**src/hdl/frcm_pkg.sv**
```systemverilog
package frcm_pkg;

    localparam int PIX_W        = 12;
    localparam int OUT_W        = 20;
    localparam int CFG_W        = 64;
    localparam int CFG_AW       = 3;
    localparam int DIM_W        = 13;
    localparam int SQ_CELLS     = 32;
    localparam int DIV_CELLS    = 31;
    localparam int CORDIC_CELLS = 30;

    typedef enum logic [CFG_AW-1:0] {
        REG_FOCAL       = 3'd0,
        REG_PRINCIPAL   = 3'd1,
        REG_RECT_INV    = 3'd2,
        REG_RECT_CENTER = 3'd3,
        REG_K12         = 3'd4,
        REG_K34         = 3'd5,
        REG_SRC_W       = 3'd6,
        REG_SRC_H       = 3'd7
    } cfg_reg_t;

    typedef struct packed {
        logic signed [31:0] ix;
        logic signed [31:0] iy;
    } norm_pair_t;

    typedef struct packed {
        logic [63:0] v;
        logic [63:0] res;
    } sqrt_state_t;

    typedef struct packed {
        logic [62:0] rem_x;
        logic [62:0] rem_y;
        logic [30:0] q_x;
        logic [30:0] q_y;
        logic [31:0] d;
    } div_state_t;

    typedef struct packed {
        logic signed [41:0] x;
        logic signed [41:0] y;
        logic signed [33:0] z;
    } cordic_state_t;

    // Arctangent of 2^-i in Q.30, truncated.
    function automatic logic [31:0] atan_entry(input int idx);
        logic [31:0] v;
        begin
            case (idx)
                0:  v = 32'h3243F6A8;
                1:  v = 32'h1DAC6705;
                2:  v = 32'h0FADBAFC;
                3:  v = 32'h07F56EA6;
                4:  v = 32'h03FEAB76;
                5:  v = 32'h01FFD55B;
                6:  v = 32'h00FFFAAA;
                7:  v = 32'h007FFF55;
                8:  v = 32'h003FFFEA;
                9:  v = 32'h001FFFFD;
                10: v = 32'h000FFFFF;
                11: v = 32'h0007FFFF;
                12: v = 32'h0003FFFF;
                13: v = 32'h0001FFFF;
                14: v = 32'h0000FFFF;
                15: v = 32'h00007FFF;
                16: v = 32'h00003FFF;
                17: v = 32'h00001FFF;
                18: v = 32'h00000FFF;
                19: v = 32'h000007FF;
                20: v = 32'h000003FF;
                21: v = 32'h000001FF;
                22: v = 32'h000000FF;
                23: v = 32'h0000007F;
                24: v = 32'h0000003F;
                25: v = 32'h0000001F;
                26: v = 32'h0000000F;
                27: v = 32'h00000008;
                28: v = 32'h00000004;
                29: v = 32'h00000002;
                default: v = 32'h00000000;
            endcase
            return v;
        end
    endfunction

endpackage

```
**src/hdl/frcm_cordic_cell.sv**
```systemverilog
module frcm_cordic_cell #(
    parameter int IDX = 0
) (
    input  logic                    clk,
    input  logic                    en,
    input  frcm_pkg::cordic_state_t din,
    output frcm_pkg::cordic_state_t dout
);
    import frcm_pkg::*;

    localparam logic signed [33:0] ANG = $signed({2'b00, atan_entry(IDX)});

    logic signed [41:0] xs;
    logic signed [41:0] ys;
    cordic_state_t state_next;
    cordic_state_t state_reg;

    always_comb
    begin
        xs = din.x >>> IDX;
        ys = din.y >>> IDX;
        if (din.y >= 0)
        begin
            state_next.x = din.x + ys;
            state_next.y = din.y - xs;
            state_next.z = din.z + ANG;
        end
        else
        begin
            state_next.x = din.x - ys;
            state_next.y = din.y + xs;
            state_next.z = din.z - ANG;
        end
    end

    always_ff @(posedge clk)
    begin
        if (en)
        begin
            state_reg <= state_next;
        end
    end

    assign dout = state_reg;

endmodule

```
**config.mk**
```make
export PLATFORM = sky130hd
export DESIGN_NAME = frcm_cordic_cell
export DESIGN_NICKNAME = d
export VERILOG_FILES = /design/src/hdl/frcm_pkg.sv /design/src/hdl/frcm_cordic_cell.sv
export SDC_FILE = /design/constraint.sdc
export NUM_CORES = 1
export LEC_CHECK = 0
export ABC_AREA = 1
export BUFFER_PORTS_ARGS = -buffer_cell sky130_fd_sc_hd__buf_2
export CELL_PAD_IN_SITES_DETAIL_PLACEMENT = 1
export CELL_PAD_IN_SITES_GLOBAL_PLACEMENT = 1
export CORE_AREA = 2 2 228 162
export CTS_CLUSTER_DIAMETER = 50
export DETAILED_ROUTE_END_ITERATION = 16
export DIE_AREA = 0 0 230 164
export PLACE_DENSITY = 0.93
export SLEW_MARGIN = 5
export SYNTH_ARGS = -nofsm -noshare
export SYNTH_HDL_FRONTEND = slang
export SYNTH_SLANG_ARGS = --single-unit
```
**constraint.sdc**
```tcl
create_clock -name clk -period 5.4 [get_ports clk]
set_clock_uncertainty 0.2 [all_clocks]
set_input_delay 0.27 -clock clk [delete_from_list [all_inputs] [get_ports clk]]
set_output_delay 0.27 -clock clk [all_outputs]
set_load 0.02 [all_outputs]
```
* Yosys cells after proc, flatten, opt, wreduce, memory -nomap -nowiden
Cells that the tools add are included.
Storage, ports and cells: input bits 120, output and inout port bits 118, bits in registers 118, memories 0, memory bits (writable) 0, word-level logic and storage cells 10, ROM bits 0, bits in latches 0
Cells by class: bitwise operators 0, mux-type cells 1, reduce and logical (&&, ||, !) cells 0, div/mod/pow operators 0, shift operators 0, eq/ne operators 0, $lt $le $gt $ge 1, add/subtract/negate cells 5, multiply operators 0
Operators with widths (count):
- 2-to-1 mux 118 bit | 1
- subtractor 42 bit | 2
- adder 42 bit | 1
- greater-or-equal comparator 42 x 1 -> 1 bit, second input constant | 1
- adder 34 x 31 -> 34 bit, second input constant | 1
- subtractor 34 x 31 -> 34 bit, second input constant | 1

* Logic depth before layout (Yosys ltp)
depth after elaboration 2, mapped depth 18, gate-level depth less buffers 17

* Worst setup path before layout
No wires, ideal clock.
kind input to register, start input port din[75] (netlist bit), end register state_reg (netlist bit dout[26]), data pin, required time 4.942 ns, path slack 2.416 ns, buffers on the path 3, setup time 0.258 ns, stages on the path 12, data arrival time 2.526 ns, path through inv_2 > buf_2 > clkbuf_1 > clkbuf_1 > ha_1 > a21oi_1 > a21boi_0 > o21ai_0 > nand2_1 > nand3_1 > o21ai_0 > nand2_1
RTL lines:
- start: declaration | RTL line frcm_cordic_cell.sv:6 | input frcm_pkg::cordic_state_t din,
- end signal: assignment | RTL line frcm_cordic_cell.sv:40 | state_reg <= state_next;
- end: declaration | RTL line frcm_cordic_cell.sv:16 | cordic_state_t state_reg;

==> results_dict.tcl <==
set metrics [dict create \
    status "completed" \
    slew-limit-headroom_pct 30.4 \
    cts_tree "yes" \
    grt_pass1_vias 18893 \
    fin_area_um2 17600 \
    end_kind "register" \
    dieHeight_um 164 \
    final-seq-area_um2 3510 \
    wl_per_cell_um 22.2 \
    cp.required_ns 5.42 \
    hold_path_class "in -> reg" \
    fin_nets 3033 \
    post_cts_resized 0 \
    p_leak_uw 0.00937 \
    clock-sinks 117 \
    h-tree-depth 4 \
    syn2layout_area_growth_pct 13.7 \
    port_buffers 237 \
    overflow 0 \
    initial_core_util_pct 43.5 \
    synth-async-reset-ratio_pct 0 \
    synth_top_cell_by_area "edfxtp_1" \
    drt_iter0_drc 1783 \
    fin_setup_tns_ns 0 \
    die_area_um2 37700 \
    synth-seq-area-share_pct 22.7 \
    layout-drive-gt1-share_pct 10.7 \
    critPathLaunchType "input pin" \
    holdWs_ns 0.0314 \
    num_vias 18684 \
    synth.area.top_cells "edfxtp_1, nand2_1, ha_1" \
    avgSynthCellArea_um2 6.01 \
    power.total_uw 4290 \
    fillCellCount 5058 \
    clock.fmax_mhz 278 \
    synth_seq_cells 117 \
    largest_reg_flops 117 \
    grt_max_degree 72 \
    postCtsSetupBuffers 0 \
    root_buffer "clkbuf_16" \
    ys_types 42 \
    track_usage_pct 38.1 \
    io_pins 238 \
    post-route-period-util_pct 66.7 \
    routed_wl_mm 72.5 \
    finalCriticalPeriod_ns 3.60 \
    clk_path_buf_depth 2 \
    antenna_found_initial 4 \
    synthTopCellsByCount "nand2_1, inv_1, nor2_1, nand3_1, a21oi_1" \
    final_antenna_net_count 0 \
    drc_errors 0 \
    rsz0062_at_grt "false" \
    placed_area_um2 17000 \
    die_width_um 230 \
    core_um2 35600 \
    synth_top_area_share_pct 22.7 \
    cp.arrival_ns 3.62 \
    clk_pin_slew_ns 0.07 \
    powerDensity_nw_per_um2 244 \
    gp_congestion 1.03 \
    grt_pass1_wl_mm 109 \
    crit_fanout 58 \
    synth_nets 2832 \
    setup-violations-final 0 \
    hold_viol_final 0 \
    synthFlopType "edfxtp_1" \
    post-dp-hpwl_mm 60.5 \
    syn_inst 2573 \
    synth_edf_count 117 \
    avgViaCountPerCell 5.72 \
    place_ws_ns 1.47 \
    maxCapViolCount 0 \
    core.rowCount 58 \
    drv_slew 0 \
    critical_path_class "in -> reg" \
    multi_input_area_um2 10000 \
    syn-cell-area_um2 15500 \
    yosys.cell_count.top_type "nand2_1" \
    fin_ws_ns 1.80 \
    cts_made_buffers 17 \
    yosysWarnings 0 \
    worst_slew_pin_slew_ns 1.04 \
    firstDrtPassIters 10 \
    peakVddDrop_uv 225 \
]
-- power by group --
group | internal, µW | switching, µW | total (µW)
Clock | 673 | 496 | 1170
Sequential | 1170 | 44.1 | 1220
Combinational | 524 | 1380 | 1910
-- placed cells by master, fill, tap and decap left out, types with 5 or more instances in the layout --
cell type and count:
inv_1 422, ha_1 136, nand2_1 831, and2_1 7, nor2_1 282, o22ai_1 10
clkbuf_16 17, o21a_1 7, nor3_1 15, xor2_1 45, o21bai_1 22, nand3_1 221
xnor2_1 8, nand2_2 5, o21ai_1 13, a21oi_1 164, buf_4 5, o21ai_0 140
a21boi_0 5, nand4_1 19, buf_2 235, nand3b_1 7, edfxtp_1 117
-- path summary, 6_finish.rpt --
path | cells after the start | startpoint | to | slack [ns]
worst min-delay path | 4 | din[33] | dout[33] | 0.03
worst max-delay path | 16 | din[75] | dout[31] | 1.80
-- cells by family (layout without fill, tap and decap cells) --
kind of cell / Yosys count / in the layout / synth area share, %
simple gates: 1404 / 1404 / 37.3
buf+inv: 487 / 700 / 12.3
compound gates: 369 / 369 / 12.7
other cells: 0 / 2 / 0
mux: 2 / 2 / 0.129
xor+xnor: 55 / 55 / 3.36
fa+ha+maj: 139 / 139 / 11.4
flops: 117 / 117 / 22.7
-- repair_timing --
| item | CTS | global route |
|---|---|---|
| hold buffers | 4 | 0 |
| endpoints found under the setup margin | 0 | 0 |
| hold endpoints to repair | 4 | 0 |
-- worst max-delay path, stage by stage --
cell and delay [ns]:
buf_4 0.62, buf_4 0.80, nand2_1 0.17, nand2_1 0.14, inv_1 0.05, ha_1 0.17
inv_1 0.06, nand2_1 0.10, a21boi_1 0.45, o21ai_1 0.22, nand2_1 0.10, nand2_1 0.09
nand2_1 0.12, nand2_1 0.07, nand2_1 0.07, nand2_1 0.05
-- layout make-up --
cell class,instances,share of cell area [%]
multi-input cells,1969,57.1
flip-flops and latches,117,20.0
diodes,2,0.0285
repair buffers,244,7.13
clock buffers,18,2.44
well taps,480,3.42
inverters,425,9.09
clock inverters,13,0.769
-- per-layer routing --
| metal | up-vias | wire length [µm] | share of wire [%] | global-route usage (%) |
|---|---|---|---|---|
| met1 | 9207 | 32700 | 45 | 52.1 |
| li1 | 8532 | - | - | - |
| met3 | 114 | 5630 | 7.8 | 6.20 |
| met2 | 829 | 32400 | 45 | 61.9 |
| met4 | 2 | 1770 | 2.4 | 11.1 |
| met5 | - | 13 | 0.018 | 0 |
-- stage by stage --
| stage | std cells | util [%] |
|---|---|---|
| floorplan | 2573 | - |
| global placement | 3231 | 47.7 |
| detailed placement | 3231 | 47.7 |
| CTS | 3266 | 49.4 |
| global route | 3266 | 49.4 |
| finish | 3268 | 49.4 |
No activity file was read; power rests on OpenSTA's default activity.
