`src/hdl/frcm_pkg.sv`:
```
package frcm_pkg;

    localparam int PIX_W        = 12;
    localparam int OUT_W        = 20;
    localparam int CFG_W        = 64;
    localparam int CFG_AW       = 3;
    localparam int DIM_W        = 13;
    localparam int SQ_CELLS     = 32;
    localparam int DIV_CELLS    = 31;
    localparam int CORDIC_CELLS = 30;

    typedef enum logic [CFG_AW-1:0] {
        REG_FOCAL       = 3'd0,
        REG_PRINCIPAL   = 3'd1,
        REG_RECT_INV    = 3'd2,
        REG_RECT_CENTER = 3'd3,
        REG_K12         = 3'd4,
        REG_K34         = 3'd5,
        REG_SRC_W       = 3'd6,
        REG_SRC_H       = 3'd7
    } cfg_reg_t;

    typedef struct packed {
        logic signed [31:0] ix;
        logic signed [31:0] iy;
    } norm_pair_t;

    typedef struct packed {
        logic [63:0] v;
        logic [63:0] res;
    } sqrt_state_t;

    typedef struct packed {
        logic [62:0] rem_x;
        logic [62:0] rem_y;
        logic [30:0] q_x;
        logic [30:0] q_y;
        logic [31:0] d;
    } div_state_t;

    typedef struct packed {
        logic signed [41:0] x;
        logic signed [41:0] y;
        logic signed [33:0] z;
    } cordic_state_t;

    // Arctangent of 2^-i in Q.30, truncated.
    function automatic logic [31:0] atan_entry(input int idx);
        logic [31:0] v;
        begin
            case (idx)
                0:  v = 32'h3243F6A8;
                1:  v = 32'h1DAC6705;
                2:  v = 32'h0FADBAFC;
                3:  v = 32'h07F56EA6;
                4:  v = 32'h03FEAB76;
                5:  v = 32'h01FFD55B;
                6:  v = 32'h00FFFAAA;
                7:  v = 32'h007FFF55;
                8:  v = 32'h003FFFEA;
                9:  v = 32'h001FFFFD;
                10: v = 32'h000FFFFF;
                11: v = 32'h0007FFFF;
                12: v = 32'h0003FFFF;
                13: v = 32'h0001FFFF;
                14: v = 32'h0000FFFF;
                15: v = 32'h00007FFF;
                16: v = 32'h00003FFF;
                17: v = 32'h00001FFF;
                18: v = 32'h00000FFF;
                19: v = 32'h000007FF;
                20: v = 32'h000003FF;
                21: v = 32'h000001FF;
                22: v = 32'h000000FF;
                23: v = 32'h0000007F;
                24: v = 32'h0000003F;
                25: v = 32'h0000001F;
                26: v = 32'h0000000F;
                27: v = 32'h00000008;
                28: v = 32'h00000004;
                29: v = 32'h00000002;
                default: v = 32'h00000000;
            endcase
            return v;
        end
    endfunction

endpackage

```
`src/hdl/frcm_div_cell.sv`:
```
module frcm_div_cell #(
    parameter int SHIFT = 0
) (
    input  logic                 clk,
    input  logic                 en,
    input  frcm_pkg::div_state_t din,
    output frcm_pkg::div_state_t dout
);
    import frcm_pkg::*;

    logic [62:0] dsh;
    div_state_t state_next;
    div_state_t state_reg;

    always_comb
    begin
        dsh        = {31'd0, din.d} << SHIFT;
        state_next = din;
        if (din.rem_x >= dsh)
        begin
            state_next.rem_x = din.rem_x - dsh;
            state_next.q_x   = din.q_x | (31'd1 << SHIFT);
        end
        if (din.rem_y >= dsh)
        begin
            state_next.rem_y = din.rem_y - dsh;
            state_next.q_y   = din.q_y | (31'd1 << SHIFT);
        end
    end

    always_ff @(posedge clk)
    begin
        if (en)
        begin
            state_reg <= state_next;
        end
    end

    assign dout = state_reg;

endmodule

```
`config.mk`:
```
export PLATFORM = sky130hd
export DESIGN_NAME = frcm_div_cell
export DESIGN_NICKNAME = d
export VERILOG_FILES = /design/src/hdl/frcm_pkg.sv /design/src/hdl/frcm_div_cell.sv
export SDC_FILE = /design/constraint.sdc
export NUM_CORES = 1
export LEC_CHECK = 0
export CORE_AREA = 2 2 171 173
export CTS_CLUSTER_DIAMETER = 30
export DETAILED_ROUTE_END_ITERATION = 12
export DIE_AREA = 0 0 173 175
export DONT_BUFFER_PORTS = 1
export GPL_ROUTABILITY_DRIVEN = 0
export PLACE_DENSITY = 0.67
export REMOVE_ABC_BUFFERS = 1
export SKIP_CTS_REPAIR_TIMING = 1
export SLEW_MARGIN = 20
export SYNTH_ARGS = -nofsm -noshare
export SYNTH_HDL_FRONTEND = slang
export SYNTH_SLANG_ARGS = --single-unit
export TNS_END_PERCENT = 20
```
`constraint.sdc`:
```
create_clock -name clk -period 4.5 [get_ports clk]
set_clock_uncertainty 0.2 [all_clocks]
set_input_delay 0.9 -clock clk [delete_from_list [all_inputs] [get_ports clk]]
set_output_delay 0.9 -clock clk [all_outputs]
set_load 0.005 [all_outputs]
```
# --- Word level (Yosys, flattened, before mapping) ---
# Index checks and enable logic that the tools add are counted.
op_classes:
  addsub: 2
  n_lt_le_gt_ge: 2
  mux: 2
op_table:
  columns: ["operator", "n"]
  rows:
  - ["greater-or-equal comparator 63 x 32 -> 1 bit", 2]
  - ["2-to-1 mux 63 bit", 2]
  - ["subtractor 63 x 32 -> 63 bit", 2]
totals:
  register_bits: 220
  output_inout_bits: 220
  wordCells: 13

# --- Depth between registers and ports, before layout ---
logic_depth:
  ltp_word: 2
  depth_mapped: 14
  mapped_depth_nobuf: 13

# --- Worst setup path after synthesis ---
# Ideal clock, no wire load.
synth_path:
  path_kind: "input-to-reg"
  startpoint: "in din[94] in the netlist's numbering"
  endpoint: "reg state_reg (netlist bit dout[146]), data pin"
  setup_time_ps: 258
  t_arrival_ps: 3659
  slack_ps: 384
  stages: 14
  cell_sequence: "inv_1 -> ha_1 -> inv_1 -> fa_1 -> nand3_1 -> a21oi_1 -> a2111oi_0 -> o211ai_1 -> o21a_1 -> a21oi_1 -> and3_1 -> clkbuf_1 -> nand4_1 -> xnor2_1"
synth_lines:
  columns: ["item", "line", "text"]
  rows:
  - ["start: declaration", "frcm_div_cell.sv:6", "input frcm_pkg::div_state_t din,"]
  - ["end signal: assignment", "frcm_div_cell.sv:35", "state_reg <= state_next;"]
  - ["end: declaration", "frcm_div_cell.sv:13", "div_state_t state_reg;"]

==> run summary <==
Outcome = completed
Clock transition at path regs = 0.05 ns
Least setup slack across all paths after layout = 0.570 ns
Inst Count DP = 1492
Crit-path most repeated cell = sky130_fd_sc_hd__inv_1
Ys async rst share = 0
Routed via count divided by cell count = 5.84
Top-area cell type share of the netlist area = 0.528
Period utilisation layout = 0.873
Signed area change from the synthesized netlist to the final layout = 16.0%
Clock Root Buffer = sky130_fd_sc_hd__clkbuf_16
Crit-path cells = inv_1 > ha_1 > inv_1 > fa_1 > a211oi_1 > o21bai_1 > a21oi_1 > o221ai_1 > a31oi_1 > o21ai_0 > a311o_4 > nor4_1 > xor2_1
Max-slew violations = 0
Startpoint of the most critical setup path = din[157]
Flops & latches, synth = 220
Final setup violation count = 0
FF/Latch Area = 6610 um2
Antenna violations before repair = 1
Length of the first detailed-routing pass in iterations = 5
Antenna Cells = 0
Clock sink count = 220
Areal power density over the cells = 470 nW/um2
Type of element launching the critical path = primary input
Data arrival at the endpoint of the critical path = 3.98 ns
Wire length of the first global-routing pass = 56500 um
Number of remaining DRC errors = 0
Post-Place Cell Area = 13000 um2
Fraction of layout cells with a size suffix above 1 = 0.108
Kind of end point of the critical path = register
Launch point of the worst hold path = din[87]
Portion of the post-synthesis area used by sequential elements = 0.528
Slowest-stage cell, CP = sky130_fd_sc_hd__a311o_4
Mean instance size in the synthesized netlist = 11.0 um2
Crit path max-delay family = compound AO/OA/AOI/OAI gates
Fillers = 2500
Global router's overall resource usage = 0.245
Most instantiated library cell after synthesis = sky130_fd_sc_hd__edfxtp_1
Number of global-route vias before repair = 8986
Wire per inst = 24.7 um
Die X = 173 um
Worst EP required = 4.55 ns
TritonCTS buffer count = 47
Cell variety after synth = 73
Number of hold violations in the final report = 0
Core area = 28400 um2
Max incr delay on CP = 0.49 ns
Starting Density = 0.441
Most frequently used flop master after synthesis = sky130_fd_sc_hd__edfxtp_1
IO Count = 442
Detailed Place HPWL = 30200 um
YS warnings = 0
Clock tree from TritonCTS = built
Detailed-route wire length = 39000 um
Number of maximum-capacitance violations = 0
Cell area after technology mapping = 12500 um2
Die height = 175 um
Placement-stage worst setup slack = 0.115 ns
Total congestion overflow after global routing = 0
Finished Cell Area = 14500 um2
Via count = 9216
Transition time at the pin with the least slew margin = 0.674 ns
Placement row count = 62
Maximum net fanout on the critical path = 7
Quantity of I/O buffers inserted on ports = 0
Area of the multi-input gates = 5570 um2
Deepest level of the CTS H-tree = 2
Number of nets in the layout = 1447
Peak supply drop = 0.000276 V
Violation count after the first detailed-route iteration = 750
Post-synth EDFFs = 220
Leakage power total = 5.36 nW
Highest clock rate = 0.254 GHz
Worst Hold Endpoint = dout[87]
DIE AREA = 30300 um2
Worst-case clock buffer depth = 3
Headroom to the max-slew limit = 0.549
Worst min path class = in2reg
Gate Count Post-Synth = 1137
Dominant cell type by area after synthesis = sky130_fd_sc_hd__edfxtp_1
RSZ-0062 raised after global routing = false
Worst hold path depth = 0
Top area cells in the synthesized netlist = sky130_fd_sc_hd__edfxtp_1 (53%), sky130_fd_sc_hd__ha_1 (6.6%), sky130_fd_sc_hd__a21oi_1 (4.8%)
Finished Layout Cells = 1577
Total buffers and inverters traversed by the critical path = 2
Most instantiated cells after synthesis = sky130_fd_sc_hd__edfxtp_1 (220), sky130_fd_sc_hd__a21oi_1 (121), sky130_fd_sc_hd__nor2_1 (110)
Clock period minus worst slack = 3.93 ns
Max reg flops = 220
Critical path class = in2reg
Number of nets with antenna violations after routing = 0
Pin count of the biggest net entering global routing = 221
Share of the core filled with cells in the final layout = 0.512
## stage by stage
stage                     TNS [ns]  hold slack (ns)  power, mW
final                            0            0.259       6.83
after detailed placement         0            0.799       3.48
after global placement           0            0.799       3.47
after floorplan             -66.24            0.799       3.22
after CTS                        0            0.242       6.87
after global routing             0            0.235       7.08
## power breakdown
part / total (mW) / internal, mW / switching [mW]
sequential: 2.70 / 2.54 / 0.156
combinational: 0.758 / 0.319 / 0.438
clock: 3.38 / 2.23 / 1.16
## cell families after synthesis
kind of cell	Yosys count	synth area share
buffers and inverters	91	0.0280
AND/OR/NAND/NOR	364	0.150
AO/OA/AOI/OAI	269	0.136
flip-flops	220	0.528
adder cells (fa/ha/maj)	68	0.0692
multiplexers	9	0.00810
XOR/XNOR	116	0.0812
## area by class of cell
type | instances | share of cell area
clock buffers | 51 | 0.0820
clock inverters | 34 | 0.0256
inverters | 50 | 0.0129
multi-input cells | 826 | 0.384
flip-flops and latches | 220 | 0.455
well taps | 384 | 0.0331
repair buffers | 12 | 0.00792
## routing by layer
layer | global-route usage | wire length, um | vias up
met5 | 0 | 9 | -
met4 | 0.0569 | 639 | 2
met3 | 0.0923 | 3810 | 53
met2 | 0.423 | 19100 | 464
met1 | 0.292 | 15400 | 4371
li1 | - | - | 4326
## worst max-delay path by stage
stage | endpoint | slack [ns] | cells past startpoint
floorplan | dout[154] | -2.01 | 11
global placement | dout[124] | 0.18 | 14
detailed placement | dout[219] | 0.12 | 13
CTS | dout[219] | 0.63 | 13
global route | dout[219] | 0.31 | 13
finish | dout[219] | 0.57 | 13
## cell usage in the layout (no fill, tap or decap), types with 10 or more instances in the layout
| cell type | count |
|---|---|
| sky130_fd_sc_hd__a211oi_1 | 10 |
| sky130_fd_sc_hd__a21o_1 | 24 |
| sky130_fd_sc_hd__a21oi_1 | 121 |
| sky130_fd_sc_hd__buf_4 | 10 |
| sky130_fd_sc_hd__clkbuf_16 | 47 |
| sky130_fd_sc_hd__edfxtp_1 | 220 |
| sky130_fd_sc_hd__ha_1 | 66 |
| sky130_fd_sc_hd__inv_1 | 50 |
| sky130_fd_sc_hd__nand2_1 | 62 |
| sky130_fd_sc_hd__nand3_1 | 28 |
| sky130_fd_sc_hd__nand4_1 | 21 |
| sky130_fd_sc_hd__nor2_1 | 110 |
| sky130_fd_sc_hd__nor3_1 | 28 |
| sky130_fd_sc_hd__nor4_1 | 22 |
| sky130_fd_sc_hd__o21ai_0 | 39 |
| sky130_fd_sc_hd__o21bai_1 | 10 |
| sky130_fd_sc_hd__or3_1 | 16 |
| sky130_fd_sc_hd__or4_1 | 12 |
| sky130_fd_sc_hd__xnor2_1 | 61 |
| sky130_fd_sc_hd__xor2_1 | 55 |
Note: power is estimated with default switching activity, not from simulation.
