## config.mk

```make
export PLATFORM = sky130hd
export DESIGN_NAME = frcm_sqrt_cell
export DESIGN_NICKNAME = d
export VERILOG_FILES = /design/src/hdl/frcm_pkg.sv /design/src/hdl/frcm_sqrt_cell.sv
export SDC_FILE = /design/constraint.sdc
export NUM_CORES = 1
export LEC_CHECK = 0
export BUFFER_PORTS_ARGS = -buffer_cell sky130_fd_sc_hd__clkbuf_2
export CORE_MARGIN = 3
export CORE_UTILIZATION = 45
export DETAILED_ROUTE_END_ITERATION = 8
export PLACE_DENSITY_LB_ADDON = 0.15
export SETUP_SLACK_MARGIN = 0.05
export SLEW_MARGIN = 20
export SYNTH_ARGS = -nofsm -noshare
export SYNTH_HDL_FRONTEND = slang
export SYNTH_SLANG_ARGS = --single-unit
```

## constraint.sdc

```tcl
create_clock -name clk -period 7.33 [get_ports clk]
set_input_delay 1.0995 -clock clk [delete_from_list [all_inputs] [get_ports clk]]
set_output_delay 1.0995 -clock clk [all_outputs]
set_load 0.03 [all_outputs]
```

## src/hdl/frcm_pkg.sv

```systemverilog
package frcm_pkg;

    localparam int PIX_W        = 12;
    localparam int OUT_W        = 20;
    localparam int CFG_W        = 64;
    localparam int CFG_AW       = 3;
    localparam int DIM_W        = 13;
    localparam int SQ_CELLS     = 32;
    localparam int DIV_CELLS    = 31;
    localparam int CORDIC_CELLS = 30;

    typedef enum logic [CFG_AW-1:0] {
        REG_FOCAL       = 3'd0,
        REG_PRINCIPAL   = 3'd1,
        REG_RECT_INV    = 3'd2,
        REG_RECT_CENTER = 3'd3,
        REG_K12         = 3'd4,
        REG_K34         = 3'd5,
        REG_SRC_W       = 3'd6,
        REG_SRC_H       = 3'd7
    } cfg_reg_t;

    typedef struct packed {
        logic signed [31:0] ix;
        logic signed [31:0] iy;
    } norm_pair_t;

    typedef struct packed {
        logic [63:0] v;
        logic [63:0] res;
    } sqrt_state_t;

    typedef struct packed {
        logic [62:0] rem_x;
        logic [62:0] rem_y;
        logic [30:0] q_x;
        logic [30:0] q_y;
        logic [31:0] d;
    } div_state_t;

    typedef struct packed {
        logic signed [41:0] x;
        logic signed [41:0] y;
        logic signed [33:0] z;
    } cordic_state_t;

    // Arctangent of 2^-i in Q.30, truncated.
    function automatic logic [31:0] atan_entry(input int idx);
        logic [31:0] v;
        begin
            case (idx)
                0:  v = 32'h3243F6A8;
                1:  v = 32'h1DAC6705;
                2:  v = 32'h0FADBAFC;
                3:  v = 32'h07F56EA6;
                4:  v = 32'h03FEAB76;
                5:  v = 32'h01FFD55B;
                6:  v = 32'h00FFFAAA;
                7:  v = 32'h007FFF55;
                8:  v = 32'h003FFFEA;
                9:  v = 32'h001FFFFD;
                10: v = 32'h000FFFFF;
                11: v = 32'h0007FFFF;
                12: v = 32'h0003FFFF;
                13: v = 32'h0001FFFF;
                14: v = 32'h0000FFFF;
                15: v = 32'h00007FFF;
                16: v = 32'h00003FFF;
                17: v = 32'h00001FFF;
                18: v = 32'h00000FFF;
                19: v = 32'h000007FF;
                20: v = 32'h000003FF;
                21: v = 32'h000001FF;
                22: v = 32'h000000FF;
                23: v = 32'h0000007F;
                24: v = 32'h0000003F;
                25: v = 32'h0000001F;
                26: v = 32'h0000000F;
                27: v = 32'h00000008;
                28: v = 32'h00000004;
                29: v = 32'h00000002;
                default: v = 32'h00000000;
            endcase
            return v;
        end
    endfunction

endpackage

```

## src/hdl/frcm_sqrt_cell.sv

```systemverilog
module frcm_sqrt_cell #(
    parameter int IDX = 0
) (
    input  logic                  clk,
    input  logic                  en,
    input  frcm_pkg::sqrt_state_t din,
    output frcm_pkg::sqrt_state_t dout
);
    import frcm_pkg::*;

    localparam logic [63:0] BIT = 64'd1 << (62 - 2 * IDX);

    logic [63:0] trial;
    sqrt_state_t state_next;
    sqrt_state_t state_reg;

    always_comb
    begin
        trial = din.res + BIT;
        if (din.v >= trial)
        begin
            state_next.v   = din.v - trial;
            state_next.res = (din.res >> 1) + BIT;
        end
        else
        begin
            state_next.v   = din.v;
            state_next.res = din.res >> 1;
        end
    end

    always_ff @(posedge clk)
    begin
        if (en)
        begin
            state_reg <= state_next;
        end
    end

    assign dout = state_reg;

endmodule

```

After elaboration in Yosys (flattened, before gate mapping)

Cells that the tools add are included.

$lt $le $gt $ge: 1
Add/sub/neg operators: 3
Multiplexer cells: 1

Operators by type and width:

| cell                   | count |
|---|---|
| $mux 128               | 1 |
| $add 63x63->64 const B | 1 |
| $add 64x63->64 const B | 1 |
| $ge 64x64->1           | 1 |
| $sub 64x64->64         | 1 |

Input bits: 130
Flip-flop bits (word level): 128
Output and inout port bits: 128

Logic depth before layout (Yosys ltp)

Gate-level depths: netlist of the first run.

Depth in word-level cells: 3
Gate-level depth with buffers: 14
Depth with buffers taken out: 13

Worst setup path after synthesis of the first run

No wires, ideal clock.

Path type: input to register
Start point: input din[16] (netlist name)
End point: register state_reg, in the netlist dout[124] (data pin)
Setup slack: 3.367 ns
Library setup time: 0.257 ns
Stages on the path: 12
Data arrival time: 3.705 ns
Data required time: 7.073 ns
Cells stage by stage: inv_1 -> ha_1 -> and2_1 -> nand3_1 -> or3_1 -> a41o_1 -> nor3_2 -> o21ai_1 -> o41ai_4 -> or4b_1 -> a21oi_1 -> nor3_1

RTL lines:

| item                 | RTL line             | text |
|---|---|---|
| from (decl)          | frcm_sqrt_cell.sv:6  | `input frcm_pkg::sqrt_state_t din,` |
| to (signal assigned) | frcm_sqrt_cell.sv:36 | `state_reg <= state_next;` |
| to (decl)            | frcm_sqrt_cell.sv:15 | `sqrt_state_t state_reg;` |

==> summary.md, run 1 <==
| Metric | Value |
|---|---|
| DR WL/cell | `around 17 um` |
| Fin Setup TNS | `0 ns` |
| Hold Path Stages | `1` |
| Design area | `between 10000 and 15000 um2` |
| Pwr dens | `around 240 nW/um2` |
| Die X-Extent | `144 um` |
| Crit-path leading delay family | `simple AND/OR/NAND/NOR gates` |
| Total chip power | `about 2.6 mW` |
| CP required | `about 7.5 ns` |
| # rows | `about 50` |
| Initial Utilization | `0.468` |
| WP buf/inv | `3` |
| Hold Buf Count CTS | `0` |
| Ys Warns | `0` |
| Static Leak | `5.00 nW` |
| GRT Util Overall | `0.217` |
| Vias in the first global route | `about 7200` |
| Drt total wl | `~23000 um` |
| TritonRoute pass-1 iters | `5` |
| Placed Cells | `about 1300` |
| WHS Endpoint | `dout[22]$_DFFE_PP_` |
| DRT antenna net count | `0` |
| Max reg flops | `around 130` |
| Worst Hold Slack | `between 0.8 and 0.9 ns` |
| Routed wl met3 | `between 1500 and 2000 um` |
| Post-Synthesis Cells | `approximately 900` |
| NumNets Final | `about 1300` |
| Achievable frequency | `around 220 MHz` |
| Vias/cell | `~5.4` |
| Layout cells sized above 1 | `0.271` |
| Worst-case clock buffer depth | `2` |
| DP Area | `10100 um2` |
| Worst hold path type | `in2reg` |
| Met2 wire len | `roughly 10000 um` |
| Worst slack, placed | `2.28 ns` |
| Synthesized area per cell | `around 9.7 um2` |
| Post-synth EDFFs | `~130` |
| Fill cells | `around 1600` |
| DRC viols | `0` |
| Net Count, Synth | `1080` |
| Gr ovfl total | `0` |
| N_diodes | `0` |
| CTS Sinks | `128` |
| Initial antenna violation count | `0` |
| CP Capture Type | `register` |
| Slew HR | `0.401` |
| Top sig layer | `met4` |
| Crit path time final | `about 4.6 ns` |
| Die Height | `between 100 and 150 um` |
| Final setup viols | `0` |
| Final WS setup | `approximately 2.7 ns` |
| Worst path arrival time | `between 4 and 5 ns` |
| Die area | `between 20000 and 25000 um2` |
| GP Congestion | `just under 0.9` |
| CTS tree | `yes` |
| IO Pins | `roughly 260` |
| Most frequent cells in the layout | `256 x clkbuf_2, 128 x edfxtp_1, 111 x a21oi_1, 82 x nor2_1, 78 x inv_1` |
| Crit path launch | `din[16]` |
| Distinct cells, synth | `58` |
| Post-synthesis sequential area ratio | `0.446` |
| Root buffer cell | `clkbuf_16` |
| Hold Startpoint | `din[23]` |
| Max-cap violations | `0` |
| Worst-path clk slew | `about 0.060 ns` |
| DR iter-0 viols | `roughly 430` |
| Seq cells post-synth | `approximately 130` |
| H-tree Lvls | `4` |
| Commonest non-fill, non-tap cell in the layout | `clkbuf_2` |
| CP max-delay cell | `o41ai_4` |
| Pins Over Slew Limit | `0` |
| Core area | `18400 um2` |
| TritonCTS buffer count | `17` |
| Measured slew at the worst slew-check pin | `between 0.8 and 0.9 ns` |
| Non-Filler Instances | `roughly 1400` |
| Vias | `~7400` |
| Syn-to-layout area delta | `24.0%` |
| # resized after CTS | `0` |
| Crit-path cells | `clkbuf_2, inv_1, ha_1, and2_1, nand3_1, or3_1, a41o_1, nor3_2, o21ai_1, o41ai_4, buf_4, or4b_1, a21oi_1, nor3_1` |
| Setup repair bufs after CTS | `0` |
| First-pass GRT wire length | `around 36000 um` |
| Final core occ | `0.580` |
| Largest net degree at the start of global routing | `75` |
| CP max FO | `19` |
| CP peak stage delay | `around 0.8 ns` |
| Routed met1 length | `between 10000 and 15000 um` |
| Status | `complete, no violations` |
| RSZ-0062 raised after global routing | `false` |
| Critical path type | `in2reg` |
| Top_reg_cell synth | `edfxtp_1` |
| VDD IR-drop max | `0.000160 V` |
| Mapped cell area | `8610 um2` |
| Startpoint class of the critical path | `input port` |
| Post-synth ARST share | `0` |
| Final hold vios | `0` |
| Final Cycle Share | `0.629` |
| Buffers on Ports | `~260` |
| Dpl hpwl | `17900 um` |
-- worst max path at each step --
stage	end	slack (ns)	depth (start not counted)
after global placement	dout[124]$_DFFE_PP_	2.45	14
after global routing	dout[124]$_DFFE_PP_	2.51	14
after detailed placement	dout[124]$_DFFE_PP_	2.28	14
after CTS	dout[124]$_DFFE_PP_	2.72	14
after floorplan	dout[124]$_DFFE_PP_	3.37	12
final	dout[124]$_DFFE_PP_	2.72	14
-- routing by layer --
layer | vias to the layer above | track usage
met5 | - | 0
met4 | 0 | 0.0604
met3 | 24 | 0.0546
met2 | 264 | 0.342
met1 | 3389 | 0.299
li1 | 3726 | -
-- cell type report --
cell class	instances	area, um2	area share
clock buffers	17	425	0.0399
clock inverters	15	169	0.0158
inverters	78	293	0.0274
multi-input cells	642	4320	0.405
flip-flops and latches	128	3840	0.360
well taps	229	287	0.0268
repair buffers	261	1340	0.125
-- Yosys cell counts, types with 3 or more instances --
master / instances / area [um2]
edfxtp_1: 128 / 3840
a21oi_1: 111 / 556
nor2_1: 82 / 308
inv_1: 78 / 293
ha_1: 64 / 801
nand2_1: 52 / 195
a21o_1: 49 / 368
o21ai_0: 40 / 200
xnor2_1: 36 / 315
clkbuf_1: 25 / 93.8
xor2_1: 20 / 175
nand4_1: 18 / 113
nand3_1: 14 / 70.1
and3_1: 13 / 81.3
buf_2: 11 / 55.1
nor3_1: 11 / 55.1
o21bai_1: 11 / 82.6
and2_1: 10 / 62.6
mux2_2: 10 / 113
nor2b_1: 10 / 62.6
a31oi_1: 7 / 43.8
o211ai_1: 7 / 52.6
o21a_1: 7 / 52.6
a21boi_0: 5 / 37.5
a41oi_1: 5 / 43.8
o31a_1: 5 / 43.8
a211oi_1: 4 / 30.0
mux2_1: 4 / 45.0
or2_2: 4 / 25.0
or3_1: 4 / 25.0
and4_1: 3 / 26.3
nand2b_1: 3 / 18.8
o21ai_1: 3 / 15.0
-- kinds of logic (layout without fill, tap and decap cells) --
| family | count (synthesis) | count (layout) | synth area share |
|---|---|---|---|
| adders and majority gates | 65 | 65 | 0.0953 |
| and+or+nand+nor | 234 | 234 | 0.132 |
| muxes | 15 | 15 | 0.0195 |
| DFF | 128 | 128 | 0.446 |
| buffers and inverters | 115 | 371 | 0.0519 |
| AOI/OAI and AO/OA | 272 | 272 | 0.198 |
| xor gates and xnor gates | 56 | 56 | 0.0570 |
-- power breakdown --
group	switching (mW)	internal [mW]
clock network	0.330	0.532
logic	0.513	0.273
registers	0.0231	0.915
Power figures use the tool's default switching activity.
==> run 2, diff against run 1 <==
clock period = 3.9 ns   (was 7.33 ns; I/O delays follow)
==> run 2 against run 1 <==
Net effect:
- clock power increased by 97%
- via count increased by 3.3%
- clock-buffer cell count increased by 1
- first-iteration DRC count increased by 4.6%
- non-clock buffer count increased by 39
==> summary.md, run 2 (same netlist as run 1, synthesis figures left out) <==
| Metric | Value |
|---|---|
| Status | `complete, no violations` |
| DR WL/cell | `16.9 um (+2.2%)` |
| Max-cap violations | `0 (unchanged)` |
| Worst hold path type | `in2reg` |
| Vias in the first global route | `7243 (+1.0%)` |
| CP required | `4.16 ns (-3.34 ns)` |
| # resized after CTS | `0 (unchanged)` |
| Fin Setup TNS | `0 ns (unchanged)` |
| Pwr dens | `455 nW/um2 (+88%)` |
| DR iter-0 viols | `452 (+4.6%)` |
| Setup repair bufs after CTS | `0 (unchanged)` |
| CP max FO | `6 (-13)` |
| DRT antenna net count | `0 (unchanged)` |
| Final hold vios | `0 (unchanged)` |
| H-tree Lvls | `4 (unchanged)` |
| Crit path time final | `approximately 3.5 ns` |
| Dpl hpwl | `18500 um (+3.3%)` |
| Measured slew at the worst slew-check pin | `0.820 ns (-0.0751 ns)` |
| Final Cycle Share | `0.890` |
| Commonest non-fill, non-tap cell in the layout | `clkbuf_2` |
| Most frequent cells in the layout | `256 x clkbuf_2, 128 x edfxtp_1, 111 x a21oi_1, 82 x nor2_1, 78 x inv_1` |
| Design area | `11000 um2 (+3.3%)` |
| # rows | `49 (unchanged)` |
| Syn-to-layout area delta | `28.1%` |
| Initial antenna violation count | `0 (unchanged)` |
| Worst path arrival time | `3.73 ns (-1.05 ns)` |
| Achievable frequency | `288 MHz` |
| CTS Sinks | `128 (unchanged)` |
| Slew HR | `0.454 (+0.0521)` |
| Drt total wl | `23900 um (+5.1%)` |
| GP Congestion | `0.884 (+0.17%)` |
| Static Leak | `5.21 nW (+4.2%)` |
| Die Height | `144 um (unchanged)` |
| Vias | `7650 (+3.3%)` |
| CP Capture Type | `register` |
| CTS tree | `yes` |
| Final core occ | `0.600 (+0.0193)` |
| VDD IR-drop max | `0.000298 V (+86%)` |
| TritonRoute pass-1 iters | `5 (unchanged)` |
| Die X-Extent | `144 um (unchanged)` |
| DRC viols | `0 (unchanged)` |
| Hold Buf Count CTS | `0 (unchanged)` |
| Gr ovfl total | `0 (unchanged)` |
| TritonCTS buffer count | `17 (unchanged)` |
| RSZ-0062 raised after global routing | `false` |
| Critical path type | `in2reg` |
| Pins Over Slew Limit | `0 (unchanged)` |
| IO Pins | `258 (unchanged)` |
| Core area | `18400 um2 (unchanged)` |
| Worst-case clock buffer depth | `2 (unchanged)` |
| Worst-path clk slew | `0.06 ns (about the same)` |
| Final setup viols | `0 (unchanged)` |
| GRT Util Overall | `0.223 (+0.00584)` |
| First-pass GRT wire length | `36800 um (+2.5%)` |
| NumNets Final | `1362 (+2.9%)` |
| Max reg flops | `128 (unchanged)` |
| Startpoint class of the critical path | `input port` |
| Buffers on Ports | `257 (unchanged)` |
| Root buffer cell | `clkbuf_16` |
| Initial Utilization | `0.468 (unchanged)` |
| Layout cells sized above 1 | `0.295 (+0.0241)` |
| Largest net degree at the start of global routing | `82 (+9.3%)` |
| Vias/cell | `5.43 (+0.48%)` |
| Die area | `20800 um2 (unchanged)` |
| N_diodes | `0 (unchanged)` |
| DP Area | `10400 um2 (+3.3%)` |
[run 2: cell count changes in the layout (fill, tap and decap cells not counted), sizes merged]
cell    delta
buf       +39
bufinv     +1
clkbuf     +1
clkinv     -2
[run 2: routing by layer]
| layer | share of wire | wire [um] | up-vias | track usage |
|---|---|---|---|---|
| met5 | 0 | 0 | - | 0 |
| met4 | 0.015 | 363 | 0 | 0.0555 |
| met1 | 0.45 | 10700 | 3542 | 0.305 |
| met3 | 0.070 | 1670 | 27 | 0.0509 |
| li1 | - | - | 3796 | - |
| met2 | 0.47 | 11100 | 285 | 0.361 |
[run 2: worst max-delay path, cell delays in order]
cell and delay, ns:
clkbuf_2 0.10, inv_1 0.05, ha_1 0.38, o211ai_1 0.21
a21oi_1 0.08, o41ai_1 0.55, nand4bb_1 0.24, a31oi_1 0.23
o21ai_1 0.12, a21oi_1 0.50, o21ai_0 0.15, buf_4 0.18
and4_1 0.19, nor3_1 0.16
[run 2: area by class of cell]
cell class / instances / area [um2]
flip-flops and latches: 128 / 3840
clock inverters: 14 / 190
well taps: 229 / 287
clock buffers: 18 / 429
fillers: 1640 / 7370
multi-input cells: 642 / 4320
repair buffers: 300 / 1670
inverters: 78 / 293
[run 2: worst paths after layout]
path | start | endpoint | slack [ns] | depth (start not counted)
max | din[3] | dout[124]$_DFFE_PP_ | 0.43 | 14
min | din[23] | dout[22]$_DFFE_PP_ | 0.35 | 1
[run 2: power breakdown]
part / internal (mW) / switching [mW]
registers: 1.72 / 0.0458
clock network: 1.07 / 0.631
logic: 0.567 / 0.988
total: 3.35 / 1.67
[run 2: metrics by stage]
step                      total power [mW]  worst slack, ns  hold slack [ns]  std cells
after floorplan                       2.83            0.452            0.684        885
after global placement                3.33           0.0749            0.777       1377
after detailed placement              3.34          -0.0135            0.780       1377
after CTS                             5.05            0.435            0.340       1409
after global routing                  5.26            0.101            0.336       1409
final                                 5.02            0.431            0.348       1409
==> run 3, diff against run 2 <==
GPL_TIMING_DRIVEN = 0   (was not set)
==> run 3 against run 2 <==
Net effect:
- cell area decreased by 1.6%
- wire length decreased by 0.22%
- non-clock buffer count unchanged
- first-iteration DRC count increased by 3.3%
- setup slack got worse by 0.19 ns
- sequential cell count unchanged
- critical path depth decreased by 1
- utilization decreased by 0.94 points
- total power decreased by 2.7%
- combinational power about the same
==> summary.md, run 3 (same netlist as run 1, synthesis figures left out) <==
| Metric | Value |
|---|---|
| Crit path time final | `3.66 ns (+0.194 ns)` |
| Buffers on Ports | `257 (unchanged)` |
| CP max-delay cell | `o21ai_1` |
| Non-Filler Instances | `1408 (-0.071%)` |
| Die area | `20800 um2 (unchanged)` |
| Pins Over Slew Limit | `0 (unchanged)` |
| Met2 usage | `0.361 (unchanged)` |
| N_diodes | `0 (unchanged)` |
| TritonCTS buffer count | `17 (unchanged)` |
| Final core occ | `0.590 (-0.00939)` |
| CP peak stage delay | `0.45 ns (-0.10 ns)` |
| Worst-path clk slew | `0.06 ns (about the same)` |
| Critical path type | `in2reg` |
| Worst slack, placed | `-0.540 ns (-0.526 ns)` |
| DRT antenna net count | `0 (unchanged)` |
| Final WS setup | `0.236 ns (-0.194 ns)` |
| Slew HR | `0.515 (+0.0617)` |
| RSZ-0062 raised after global routing | `false` |
| Syn-to-layout area delta | `26.1%` |
| IO Pins | `258 (unchanged)` |
| Vias in the first global route | `7480 (+3.3%)` |
| CP Capture Type | `register` |
| VDD IR-drop max | `0.000302 V (+1.3%)` |
| Max reg flops | `128 (unchanged)` |
| Crit-path cells | `clkbuf_2, inv_1, ha_1, and2_1, nand3_1, or3_1, a41oi_1, a31oi_1, o21ai_1, a21oi_1, o21ai_1, and4_1, nor3_1` |
| WHS Endpoint | `dout[17]$_DFFE_PP_` |
| Total chip power | `4.88 mW (-2.7%)` |
| GRT Util Overall | `0.226 (+0.00306)` |
| Largest net degree at the start of global routing | `70 (-15%)` |
| DR iter-0 viols | `467 (+3.3%)` |
| Dpl hpwl | `18500 um (+0.20%)` |
| CTS Sinks | `128 (unchanged)` |
| Measured slew at the worst slew-check pin | `0.717 ns (-0.103 ns)` |
| DR WL/cell | `16.9 um (-0.15%)` |
| NumNets Final | `1362 (unchanged)` |
| TritonRoute pass-1 iters | `5 (unchanged)` |
| Status | `complete, no violations` |
| Final Cycle Share | `0.939 (+0.0499)` |
| Layout cells sized above 1 | `0.277 (-0.0184)` |
| Die X-Extent | `144 um (unchanged)` |
| Vias/cell | `5.43 (about the same)` |
| Die Height | `144 um (unchanged)` |
| Static Leak | `5.10 nW (-2.0%)` |
| Pwr dens | `450 nW/um2 (-1.2%)` |
| Fill cells | `1657 (+1.0%)` |
| Commonest non-fill, non-tap cell in the layout | `clkbuf_2` |
| Grt met3 use | `0.0648 (+0.0139)` |
| CTS tree | `yes` |
| Fin Setup TNS | `0 ns (unchanged)` |
| Initial antenna violation count | `2 (+2)` |
| Final setup viols | `0 (unchanged)` |
| Max-cap violations | `0 (unchanged)` |
| First-pass GRT wire length | `37200 um (+0.94%)` |
| Worst path arrival time | `3.84 ns (+0.11 ns)` |
| Initial Utilization | `0.468 (unchanged)` |
| Placed Cells | `1372 (-0.36%)` |
| H-tree Lvls | `4 (unchanged)` |
| Gr ovfl total | `0 (unchanged)` |
| Final hold vios | `0 (unchanged)` |
| Drt total wl | `23800 um (-0.22%)` |
| Gr busiest metal | `met2` |
| GP Congestion | `0.881 (-0.33%)` |
| GRT met1 Usage | `0.303 (-0.00223)` |
| Hold Startpoint | `din[18]` |
| Hold Path Stages | `1 (unchanged)` |
| Most frequent cells in the layout | `259 x clkbuf_2, 128 x edfxtp_1, 111 x a21oi_1, 82 x nor2_1, 78 x inv_1` |
| Vias | `7648 (-0.026%)` |
| DRC viols | `0 (unchanged)` |
| Root buffer cell | `clkbuf_16` |
| Core area | `18400 um2 (unchanged)` |
| Startpoint class of the critical path | `input port` |
| CP required | `4.07 ns (-0.09 ns)` |
| Hold Buf Count CTS | `0 (unchanged)` |
| # rows | `49 (unchanged)` |
| Worst hold path type | `in2reg` |
| Achievable frequency | `273 MHz (-5.3%)` |
| Most used cell, CP | `o21ai_1` |
| CP max FO | `7 (+1)` |
| Worst-case clock buffer depth | `2 (unchanged)` |
[run 3: cell count changes in the layout (fill, tap and decap cells not counted), moves of 3 or more]
cell	before	now
clkbuf_2	256	259
buf_4	39	6
buf_2	0	10
clkinv_2	1	4
clkbuf_1	1	26
buf_12	4	0
[run 3: worst max path at each step]
stage / slack [ns] / end / depth (start not counted) / from
finish: 0.24 / dout[124]$_DFFE_PP_ / 13 / din[16]
global route: 0.06 / dout[125]$_DFFE_PP_ / 16 / din[3]
CTS: 0.06 / dout[85]$_DFFE_PP_ / 13 / din[64]
detailed placement: -0.54 / dout[89]$_DFFE_PP_ / 14 / din[64]
global placement: -0.55 / dout[75]$_DFFE_PP_ / 13 / din[16]
floorplan: 0.45 / dout[124]$_DFFE_PP_ / 12 / din[16]
[run 3: critical path, delay by kind of cell]
kind            cells  cell delay (ns)
compound gates      5             1.66
fa+ha+maj           1             0.39
buf+inv             2             0.13
simple gates        5             1.06
[run 3: cell type report]
class                           count  area, um2  share of cell area
Tap cell                          229        287              0.0264
Clock buffer                       20        437              0.0402
Sequential cell                   128       3840               0.354
Buffer                             37        159              0.0146
Multi-Input combinational cell    642       4330               0.399
Clock inverter                     11        141              0.0130
Inverter                           78        293              0.0270
Timing Repair Buffer              263       1360               0.125
[run 3: stage by stage]
| step | hold WS (ns) | area, um2 |
|---|---|---|
| after global routing | 0.336 | 10900 |
| after detailed placement | 0.780 | 10200 |
| after global placement | 0.779 | 10200 |
| final | 0.351 | 10900 |
| after CTS | 0.339 | 10800 |
| after floorplan | 0.684 | 8610 |
[run 3: what timing repair did]
item / 4_1_cts / 5_1_grt
gates cloned: 0 / 0
endpoints found under the setup margin: 43 / 64
buffers inserted: 0 / 5
hold endpoints to repair: 0 / 0
gates resized for setup: 4 / 2
pin swaps: 0 / 1
[run 3: where the power goes]
group / switching [mW] / leakage (nW) / internal (mW) / total (mW)
clock: 0.604 / 0.276 / 0.996 / 1.60
combinational: 1.00 / 3.57 / 0.526 / 1.53
sequential: 0.0389 / 1.25 / 1.72 / 1.76
[run 3: per-layer routing]
| layer | vias up | wire length [um] |
|---|---|---|
| li1 | 3805 | - |
| met1 | 3507 | 10700 |
| met2 | 288 | 10800 |
| met3 | 44 | 1810 |
| met4 | 4 | 519 |
| met5 | - | 27 |
